[src/sv/epa_pkg.sv]
// shared types and constants for the encoder period averager
`default_nettype none
package epa_pkg;

  localparam int unsigned WINDOW_DEF = 32;

  localparam int unsigned TIME_W   = 32;
  localparam int unsigned PERIOD_W = 24;
  localparam int unsigned DEB_W    = 16;
  localparam int unsigned MAXP_W   = 24;
  localparam int unsigned TOUT_W   = 32;
  localparam int unsigned STATUS_W = 3;

  localparam int unsigned APB_DATA_W = 32;
  localparam int unsigned APB_ADDR_W = 4;
  localparam int unsigned REG_IDX_W  = 2;

  localparam logic [REG_IDX_W-1:0] REG_DEBOUNCE = 2'd0;
  localparam logic [REG_IDX_W-1:0] REG_MAX_PER  = 2'd1;
  localparam logic [REG_IDX_W-1:0] REG_TIMEOUT  = 2'd2;

  localparam logic [DEB_W-1:0]  DEBOUNCE_RST = 16'd400;
  localparam logic [MAXP_W-1:0] MAX_PER_RST  = 24'd1000000;
  localparam logic [TOUT_W-1:0] TIMEOUT_RST  = 32'd1000000;

  typedef enum logic [STATUS_W-1:0] {
    ST_AVERAGED  = 3'd0,
    ST_DEBOUNCED = 3'd1,
    ST_PIN_LOW   = 3'd2,
    ST_TOO_LONG  = 3'd3,
    ST_QUERY     = 3'd4
  } status_e;

  typedef struct packed {
    logic [DEB_W-1:0]  debounce_us;
    logic [MAXP_W-1:0] max_period_us;
    logic [TOUT_W-1:0] stop_timeout_us;
  } cfg_t;

endpackage
`default_nettype wire

[src/sv/epa_ram.sv]
// generic single-port-write ram with registered read
`default_nettype none
module epa_ram #(
  parameter int unsigned WIDTH = 24,
  parameter int unsigned DEPTH = 32
) (
  input  wire logic                     clk_i,
  input  wire logic                     we_i,
  input  wire logic [$clog2(DEPTH)-1:0] waddr_i,
  input  wire logic [WIDTH-1:0]         wdata_i,
  input  wire logic [$clog2(DEPTH)-1:0] raddr_i,
  output logic      [WIDTH-1:0]         rdata_o
);

  logic [WIDTH-1:0] mem_q [DEPTH];
  logic [WIDTH-1:0] rdata_q;

  always_ff @(posedge clk_i) begin
    if (we_i) begin
      mem_q[waddr_i] <= wdata_i;
    end
    rdata_q <= mem_q[raddr_i];
  end

  assign rdata_o = rdata_q;

endmodule
`default_nettype wire

[src/sv/epa_div.sv]
// bit-serial restoring divider, one quotient bit per cycle
`default_nettype none
module epa_div #(
  parameter int unsigned DIVIDEND_W = 29,
  parameter int unsigned DIVISOR_W  = 6
) (
  input  wire logic                  clk_i,
  input  wire logic                  rst_ni,
  input  wire logic                  start_i,
  input  wire logic [DIVIDEND_W-1:0] dividend_i,
  input  wire logic [DIVISOR_W-1:0]  divisor_i,
  output logic                       done_o,
  output logic      [DIVIDEND_W-1:0] quotient_o
);

  localparam int unsigned CNT_W = $clog2(DIVIDEND_W + 1);

  logic [DIVIDEND_W-1:0] quo_q, quo_d;
  logic [DIVISOR_W-1:0]  rem_q, rem_d;
  logic [DIVISOR_W-1:0]  div_q;
  logic [CNT_W-1:0]      cnt_q, cnt_d;
  logic                  done_q, done_d;
  logic [DIVISOR_W:0]    trial;
  logic [DIVISOR_W:0]    diff;
  logic                  fits;

  always_comb begin
    trial = {rem_q, quo_q[DIVIDEND_W-1]};
    fits  = trial >= {1'b0, div_q};
    diff  = trial - {1'b0, div_q};
    rem_d = fits ? diff[DIVISOR_W-1:0] : trial[DIVISOR_W-1:0];
    quo_d = {quo_q[DIVIDEND_W-2:0], fits};
    cnt_d = cnt_q - 1'b1;
    done_d = (cnt_q == CNT_W'(1));
  end

  always_ff @(posedge clk_i or negedge rst_ni) begin
    if (!rst_ni) begin
      cnt_q  <= '0;
      done_q <= 1'b0;
    end else if (start_i) begin
      cnt_q  <= CNT_W'(DIVIDEND_W);
      done_q <= 1'b0;
    end else if (cnt_q != '0) begin
      cnt_q  <= cnt_d;
      done_q <= done_d;
    end else begin
      done_q <= 1'b0;
    end
  end

  always_ff @(posedge clk_i) begin
    if (start_i) begin
      quo_q <= dividend_i;
      rem_q <= '0;
      div_q <= divisor_i;
    end else if (cnt_q != '0) begin
      quo_q <= quo_d;
      rem_q <= rem_d;
    end
  end

  assign done_o     = done_q;
  assign quotient_o = quo_q;

endmodule
`default_nettype wire

[src/sv/epa_cfg.sv]
// apb configuration registers
`default_nettype none
module epa_cfg (
  input  wire logic                              clk_i,
  input  wire logic                              rst_ni,
  input  wire logic                              psel,
  input  wire logic                              penable,
  input  wire logic                              pwrite,
  input  wire logic [epa_pkg::APB_ADDR_W-1:0]    paddr,
  input  wire logic [epa_pkg::APB_DATA_W-1:0]    pwdata,
  output logic      [epa_pkg::APB_DATA_W-1:0]    prdata,
  output logic                                   pready,
  output epa_pkg::cfg_t                          cfg_o
);
  import epa_pkg::*;

  cfg_t                 cfg_q;
  logic [REG_IDX_W-1:0] idx;
  logic                 wr;

  assign idx = paddr[APB_ADDR_W-1:2];
  assign wr  = psel && penable && pwrite;

  always_ff @(posedge clk_i or negedge rst_ni) begin
    if (!rst_ni) begin
      cfg_q.debounce_us     <= DEBOUNCE_RST;
      cfg_q.max_period_us   <= MAX_PER_RST;
      cfg_q.stop_timeout_us <= TIMEOUT_RST;
    end else if (wr) begin
      unique case (idx)
        REG_DEBOUNCE: cfg_q.debounce_us     <= pwdata[DEB_W-1:0];
        REG_MAX_PER:  cfg_q.max_period_us   <= pwdata[MAXP_W-1:0];
        REG_TIMEOUT:  cfg_q.stop_timeout_us <= pwdata[TOUT_W-1:0];
        default: ;
      endcase
    end
  end

  always_comb begin
    unique case (idx)
      REG_DEBOUNCE: prdata = APB_DATA_W'(cfg_q.debounce_us);
      REG_MAX_PER:  prdata = APB_DATA_W'(cfg_q.max_period_us);
      REG_TIMEOUT:  prdata = APB_DATA_W'(cfg_q.stop_timeout_us);
      default:      prdata = '0;
    endcase
  end

  assign pready = 1'b1;
  assign cfg_o  = cfg_q;

endmodule
`default_nettype wire

[src/sv/encoder_period_averager_top.sv]
// encoder period averager: pulse qualification, period window and average
// queries and edges that are not averaged go from idle to the output state and then to the
// result register; averaged edges pass through the subtract, add and divide states first
// the divide state waits on the bit-serial divider, one quotient bit per cycle
// one item at a time; a new item is taken while the previous result waits for transfer
// reset clears window count, sum, average and last pulse time; window entries are
// not subtracted until the window has filled, so no clearing pass is needed
`default_nettype none
module encoder_period_averager_top #(
  parameter int unsigned WINDOW = epa_pkg::WINDOW_DEF
) (
  input  wire logic                              clk_i,
  input  wire logic                              rst_ni,
  input  wire logic                              in_valid_i,
  output logic                                   in_ready_o,
  input  wire logic                              cmd_i,
  input  wire logic [epa_pkg::TIME_W-1:0]        now_us_i,
  input  wire logic                              pin_high_i,
  output logic                                   out_valid_o,
  input  wire logic                              out_ready_i,
  output logic      [epa_pkg::STATUS_W-1:0]      status_o,
  output logic      [epa_pkg::PERIOD_W-1:0]      avg_us_o,
  output logic                                   stopped_o,
  input  wire logic                              psel,
  input  wire logic                              penable,
  input  wire logic                              pwrite,
  input  wire logic [epa_pkg::APB_ADDR_W-1:0]    paddr,
  input  wire logic [epa_pkg::APB_DATA_W-1:0]    pwdata,
  output logic      [epa_pkg::APB_DATA_W-1:0]    prdata,
  output logic                                   pready
);
  import epa_pkg::*;

  localparam int unsigned SLOT_W = $clog2(WINDOW);
  localparam int unsigned CNT_W  = $clog2(WINDOW + 1);
  localparam int unsigned SUM_W  = PERIOD_W + $clog2(WINDOW);

  localparam logic [2:0] S_IDLE = 3'd0;
  localparam logic [2:0] S_SUB  = 3'd1;
  localparam logic [2:0] S_ADD  = 3'd2;
  localparam logic [2:0] S_DIV  = 3'd3;
  localparam logic [2:0] S_OUT  = 3'd4;

  cfg_t cfg;

  logic [2:0]          state_q, state_d;
  logic [TIME_W-1:0]   last_q, last_d;
  logic [SUM_W-1:0]    sum_q, sum_d;
  logic [SLOT_W-1:0]   slot_q, slot_d;
  logic                full_q, full_d;
  logic [PERIOD_W-1:0] avg_q, avg_d;
  logic                out_valid_q, out_valid_d;

  logic [PERIOD_W-1:0] dt_q, dt_d;
  status_e             res_status_q, res_status_d;
  logic [PERIOD_W-1:0] res_avg_q, res_avg_d;
  logic                res_stop_q, res_stop_d;
  status_e             out_status_q;
  logic [PERIOD_W-1:0] out_avg_q;
  logic                out_stop_q;

  logic [TIME_W-1:0]   dt_now;
  logic                accept;
  logic                load_out;
  logic [SUM_W-1:0]    sum_add;
  logic                slot_wrap;
  logic [SLOT_W-1:0]   slot_next;
  logic                full_next;
  logic [CNT_W-1:0]    divisor;
  logic                div_start;
  logic                div_done;
  logic [SUM_W-1:0]    quotient;
  logic                ram_we;
  logic [PERIOD_W-1:0] ram_rdata;

  epa_cfg u_cfg (
    .clk_i   (clk_i),
    .rst_ni  (rst_ni),
    .psel    (psel),
    .penable (penable),
    .pwrite  (pwrite),
    .paddr   (paddr),
    .pwdata  (pwdata),
    .prdata  (prdata),
    .pready  (pready),
    .cfg_o   (cfg)
  );

  epa_ram #(
    .WIDTH (PERIOD_W),
    .DEPTH (WINDOW)
  ) u_window (
    .clk_i   (clk_i),
    .we_i    (ram_we),
    .waddr_i (slot_q),
    .wdata_i (dt_q),
    .raddr_i (slot_q),
    .rdata_o (ram_rdata)
  );

  epa_div #(
    .DIVIDEND_W (SUM_W),
    .DIVISOR_W  (CNT_W)
  ) u_div (
    .clk_i      (clk_i),
    .rst_ni     (rst_ni),
    .start_i    (div_start),
    .dividend_i (sum_add),
    .divisor_i  (divisor),
    .done_o     (div_done),
    .quotient_o (quotient)
  );

  assign in_ready_o = (state_q == S_IDLE);
  assign accept     = in_valid_i && in_ready_o;
  assign dt_now     = now_us_i - last_q;
  assign ram_we     = (state_q == S_SUB);
  assign div_start  = (state_q == S_ADD);
  assign load_out   = (state_q == S_OUT) && (!out_valid_q || out_ready_i);

  assign sum_add   = sum_q + SUM_W'(dt_q);
  assign slot_wrap = ({1'b0, slot_q} + 1'b1) == (SLOT_W + 1)'(WINDOW);
  assign slot_next = slot_wrap ? '0 : slot_q + 1'b1;
  assign full_next = full_q || slot_wrap;
  assign divisor   = full_next ? CNT_W'(WINDOW) : CNT_W'(slot_next);

  always_comb begin
    state_d      = state_q;
    last_d       = last_q;
    sum_d        = sum_q;
    slot_d       = slot_q;
    full_d       = full_q;
    avg_d        = avg_q;
    dt_d         = dt_q;
    res_status_d = res_status_q;
    res_avg_d    = res_avg_q;
    res_stop_d   = res_stop_q;
    unique case (state_q)
      S_IDLE: begin
        if (accept) begin
          res_avg_d  = avg_q;
          res_stop_d = 1'b0;
          state_d    = S_OUT;
          if (cmd_i) begin
            res_status_d = ST_QUERY;
            res_stop_d   = (dt_now > cfg.stop_timeout_us) || (avg_q == '0);
          end else if (dt_now < TIME_W'(cfg.debounce_us)) begin
            res_status_d = ST_DEBOUNCED;
          end else if (!pin_high_i) begin
            res_status_d = ST_PIN_LOW;
          end else begin
            last_d = now_us_i;
            if (dt_now >= TIME_W'(cfg.max_period_us)) begin
              res_status_d = ST_TOO_LONG;
            end else begin
              res_status_d = ST_AVERAGED;
              dt_d         = dt_now[PERIOD_W-1:0];
              state_d      = S_SUB;
            end
          end
        end
      end
      S_SUB: begin
        sum_d   = sum_q - (full_q ? SUM_W'(ram_rdata) : '0);
        state_d = S_ADD;
      end
      S_ADD: begin
        sum_d   = sum_add;
        slot_d  = slot_next;
        full_d  = full_next;
        state_d = S_DIV;
      end
      S_DIV: begin
        if (div_done) begin
          avg_d     = quotient[PERIOD_W-1:0];
          res_avg_d = quotient[PERIOD_W-1:0];
          state_d   = S_OUT;
        end
      end
      S_OUT: begin
        if (load_out) begin
          state_d = S_IDLE;
        end
      end
      default: state_d = S_IDLE;
    endcase
  end

  always_comb begin
    out_valid_d = out_valid_q;
    if (out_valid_q && out_ready_i) begin
      out_valid_d = 1'b0;
    end
    if (load_out) begin
      out_valid_d = 1'b1;
    end
  end

  always_ff @(posedge clk_i or negedge rst_ni) begin
    if (!rst_ni) begin
      state_q     <= S_IDLE;
      last_q      <= '0;
      sum_q       <= '0;
      slot_q      <= '0;
      full_q      <= 1'b0;
      avg_q       <= '0;
      out_valid_q <= 1'b0;
    end else begin
      state_q     <= state_d;
      last_q      <= last_d;
      sum_q       <= sum_d;
      slot_q      <= slot_d;
      full_q      <= full_d;
      avg_q       <= avg_d;
      out_valid_q <= out_valid_d;
    end
  end

  always_ff @(posedge clk_i) begin
    dt_q         <= dt_d;
    res_status_q <= res_status_d;
    res_avg_q    <= res_avg_d;
    res_stop_q   <= res_stop_d;
    if (load_out) begin
      out_status_q <= res_status_q;
      out_avg_q    <= res_avg_q;
      out_stop_q   <= res_stop_q;
    end
  end

  assign out_valid_o = out_valid_q;
  assign status_o    = out_status_q;
  assign avg_us_o    = out_avg_q;
  assign stopped_o   = out_stop_q;

endmodule
`default_nettype wire

[config.mk]
export PLATFORM = sky130hd
export DESIGN_NAME = encoder_period_averager_top
export DESIGN_NICKNAME = d
export VERILOG_FILES = /design/src/sv/epa_pkg.sv /design/src/sv/epa_ram.sv /design/src/sv/epa_div.sv /design/src/sv/epa_cfg.sv /design/src/sv/encoder_period_averager_top.sv
export SDC_FILE = /design/constraint.sdc
export NUM_CORES = 1
export LEC_CHECK = 0
export BUFFER_PORTS_ARGS = -buffer_cell sky130_fd_sc_hd__buf_2
export CELL_PAD_IN_SITES_DETAIL_PLACEMENT = 1
export CELL_PAD_IN_SITES_GLOBAL_PLACEMENT = 1
export CORE_MARGIN = 2
export CORE_UTILIZATION = 25
export CTS_BUF_LIST = sky130_fd_sc_hd__clkbuf_8 sky130_fd_sc_hd__clkbuf_16
export CTS_CLUSTER_SIZE = 12
export DETAILED_ROUTE_END_ITERATION = 7
export PLACE_DENSITY = 0.42
export SYNTH_ARGS = -nofsm -noshare
export SYNTH_HDL_FRONTEND = slang
export SYNTH_SLANG_ARGS = --single-unit
[constraint.sdc]
create_clock -name clk_i -period 7.7 [get_ports clk_i]
set_input_delay 1.155 -clock clk_i [delete_from_list [all_inputs] [get_ports clk_i]]
set_output_delay 1.155 -clock clk_i [all_outputs]
set_load 0.005 [all_outputs]
==> impl_metrics.env <==
export IMPL_power_mw=20.81
export IMPL_slowest_stage="or4b_4"
export IMPL_ys_ff_latch=1086
export IMPL_dieArea_mm2=0.1941
export IMPL_route_detailed_drc=0
export IMPL_drt_pass1_iter_count=5
export IMPL_tightest_slew_ps=1196
export IMPL_final_max_slew_viol_count=0
export IMPL_r2r_end="last_q[12]$_DFFE_PN0P_"
export IMPL_num_vias=27890
export IMPL_max_freq_mhz=170.7
export IMPL_synth_warnings=0
export IMPL_synth_ff_type="edfxtp_1"
export IMPL_synth_top_area_share_pct=55.66
export IMPL_grt_usage_pct=15.51
export IMPL_die_w_um=440.5
export IMPL_reg2reg_slack_ps=1940
export IMPL_netlist_area_mm2=0.04764
export IMPL_setup_viol=0
export IMPL_dieHeight_um=440.5
export IMPL_area_growth_syn_to_layout_pct=18.12
export IMPL_netlist_top_cells_count="edfxtp_1 (883), nand2_1 (284), mux4_2 (192)"
export IMPL_fin_hold_ws_ps=343.9
export IMPL_cts_setup_buffers=0
export IMPL_root_buffer="clkbuf_16"
export IMPL_place_congestion=0.7642
export IMPL_grt_pass1_vias=29960
export IMPL_routed_wl_um=150700
export IMPL_period_needed_ps=5858
export IMPL_timing_critical_path_cells="buf_2, ha_1, nor2b_1, o31a_1, nor3_1, nor2_1, o21a_1, o21ai_0, nand2b_1, a31oi_1, xnor2_1, ha_1, a21o_1, a21oi_1, nor2b_1, a2111oi_0, or4b_4, nor4_4, a211oi_4, buf_4, mux2_4"
export IMPL_fin_setup_tns_ps=0
export IMPL_fin_skew_ps=30.47
export IMPL_timing_rr_start="last_q[1]$_DFFE_PN0P_"
export IMPL_hold_viol_final=0
export IMPL_clkSlewWorstSetupHoldPaths_ps=60
export IMPL_hold_class="in2async"
export IMPL_reg2regPathDepth=21
export IMPL_cp_slowest_stage_delay_ps=560
export IMPL_avgViaCountPerCell=4.674
export IMPL_clock_path_buffers=3
export IMPL_synth_edf_count=883
export IMPL_cp_end_kind="register"
export IMPL_async_flop_share_pct=15.93
export IMPL_path_max_fanout=32
export IMPL_cp_arrival_ps=6490
export IMPL_drtAntennaViolNets=0
export IMPL_cts_tree="built"
export IMPL_register_area_mm2=0.03147
export IMPL_h_tree_depth=4
export IMPL_post_route_period_util_pct=76.08
export IMPL_synth_area_leaders="edfxtp_1 (56%), mux4_2 (9.1%), dfrtp_1 (8.2%)"
export IMPL_n_antenna_cell=0
export IMPL_first_iter_violations=1889
export IMPL_grt_max_degree=95
export IMPL_nNetsFinal=3598
export IMPL_worst_setup_path_type="in2reg"
export IMPL_wl_per_cell_um=25.26
export IMPL_peakVddDrop_v=0.0002250
export IMPL_antenna_found_initial=3
export IMPL_port_buffers=136
export IMPL_p_leak_nw=20.04
export IMPL_status="finished, final reports clean"
export IMPL_n_fill_cell=19930
export IMPL_rsz0062_at_grt="false"
export IMPL_synth_top_area_cell="edfxtp_1"
export IMPL_grt_pass1_wl_um=217500
export IMPL_cap_viol_max_count=0
export IMPL_multi_input_area_mm2=0.01536
export IMPL_powerDensity_mw_per_mm2=369.9
export IMPL_fp_coreArea_mm2=0.1898
export IMPL_ctsResizeCount=0
export IMPL_synth_seq_area_share_pct=66.05
export IMPL_cts_hold_buf=0
export IMPL_slew_headroom_pct=20.28
export IMPL_syn_inst=3129
export IMPL_required_ps=8330
export IMPL_drive_above_1_share_pct=22.03
export IMPL_crit_path_start_kind="input port"
export IMPL_post_dp_hpwl_um=94860
export IMPL_avgSynthCellArea_um2=15.23
export IMPL_cts_sinks=1086
export IMPL_cts_buffers=132
export IMPL_yosysMostFrequentCell="edfxtp_1"
export IMPL_pin_count=140
export IMPL_yosys_cell_types_count=83
export IMPL_clk_latency_ps=760
export IMPL_synthesis_nets=3373
export IMPL_start_util_pct=25.10
export IMPL_std_cell_rows=160
export IMPL_grt_overflow_total=0
==> worst max-delay path by stage <==
| stage | start | endpoint | slack [ps] | cells past startpoint |
|---|---|---|---|---|
| 5_1_grt | now_us_i[1] | last_q[12]$_DFFE_PN0P_ | 1510 | 21 |
| 3_3_place_gp | now_us_i[0] | last_q[10]$_DFFE_PN0P_ | 1000 | 18 |
| 4_1_cts | now_us_i[0] | last_q[8]$_DFFE_PN0P_ | 1830 | 18 |
| 3_5_place_dp | now_us_i[0] | last_q[4]$_DFFE_PN0P_ | 1030 | 18 |
| 6_report | now_us_i[1] | last_q[12]$_DFFE_PN0P_ | 1840 | 21 |
| 2_1_floorplan | now_us_i[0] | dt_q[0]$_DFFE_PP_ | 680 | 20 |
==> final cells by class <==
cell class              count  area share (%)
clock inverters            95           1.616
multi-input cells        1758           27.29
inverters                 147          0.9805
clock buffers             140           6.086
flip-flops and latches   1086           55.93
repair buffers            229           2.510
well taps                2511           5.583
==> placed cells by master (no fill, tap or decap), types with 16 or more instances in the layout <==
cell type  synthesis  final
edfxtp_1         883    883
nand2_1          284    283
mux4_2           192    192
inv_1            145    182
ha_1             163    163
o21ai_0          160    160
dfrtp_1          156    154
buf_2              6    135
clkbuf_16          0    133
a21oi_1          106    106
a22oi_1          100    100
buf_4              1     91
nor2_1           122     87
nand4_1           49     49
a21o_1            48     48
mux2_2            44     44
xnor2_1           41     41
nor3_1            37     36
nor2_4             0     34
xor2_1            32     32
mux2_4            30     30
dfxtp_1           30     30
o21a_1            29     29
a211oi_1          26     26
nor2b_1           26     25
nand2b_1          24     24
nand3_1           23     23
and2_1            20     20
mux2i_1           18     18
clkinv_1           2     18
dfstp_2           17     17
nor4_1            17     16
==> critical path: cells and delay by family <==
kind                     cells  cell delay [ps]
AO/OA/AOI/OAI                8             1930
XOR/XNOR                     1              310
buffers and inverters        2              460
AND/OR/NAND/NOR              7             1570
multiplexers                 1              380
adder cells (fa/ha/maj)      2              630
==> cells by family after synthesis <==
| group | synth area share [%] |
|---|---|
| AO/OA/AOI/OAI | 8.011 |
| XOR/XNOR | 1.342 |
| adder cells (fa/ha/maj) | 4.449 |
| buffers and inverters | 2.316 |
| flip-flops | 66.05 |
| multiplexers | 11.44 |
| other | 0.007872 |
| AND/OR/NAND/NOR | 6.382 |
==> through the flow <==
| step | instance area [µm²] | worst slack (ps) | utilization (%) | std cells |
|---|---|---|---|---|
| final | 56270 | 1842 | 29.65 | 5966 |
| after global routing | 56270 | 1508 | 29.65 | 5966 |
| after CTS | 56270 | 1828 | 29.65 | 5966 |
| after detailed placement | 51940 | 1027 | 27.37 | 5731 |
| after global placement | 51940 | 995.3 | 27.37 | 5731 |
| after floorplan | 47640 | 684.6 | - | 3129 |
==> state kept, by name, summed over array words and instances (netlist names) <==
register	cells
u_window.mem_q	768
u_cfg.cfg_o	72
last_q	32
sum_q	29
u_div.quotient_o	29
avg_q	24
avg_us_o	24
dt_q	24
res_avg_q	24
u_window.rdata_o	24
u_div.div_q	6
u_div.rem_q	6
slot_q	5
u_div.cnt_q	5
res_status_q	3
state_q	3
status_o	3
full_q	1
out_valid_o	1
res_stop_q	1
stopped_o	1
u_div.done_o	1
==> layer usage <==
layer,track usage (%),vias up,share of wire (%)
li1,-,12550,-
met1,21.60,14740,47
met2,25.35,421,48
met3,2.413,179,3.4
met4,3.534,0,1.8
met5,0,-,0
==> report_power, final <==
group | switching (mW) | leakage, nW | internal (mW)
registers | 0.541 | 10.3 | 6.98
clock network | 2.64 | 2.24 | 3.55
logic | 4.09 | 7.46 | 3.01
No activity file was read; power rests on OpenSTA's default activity.
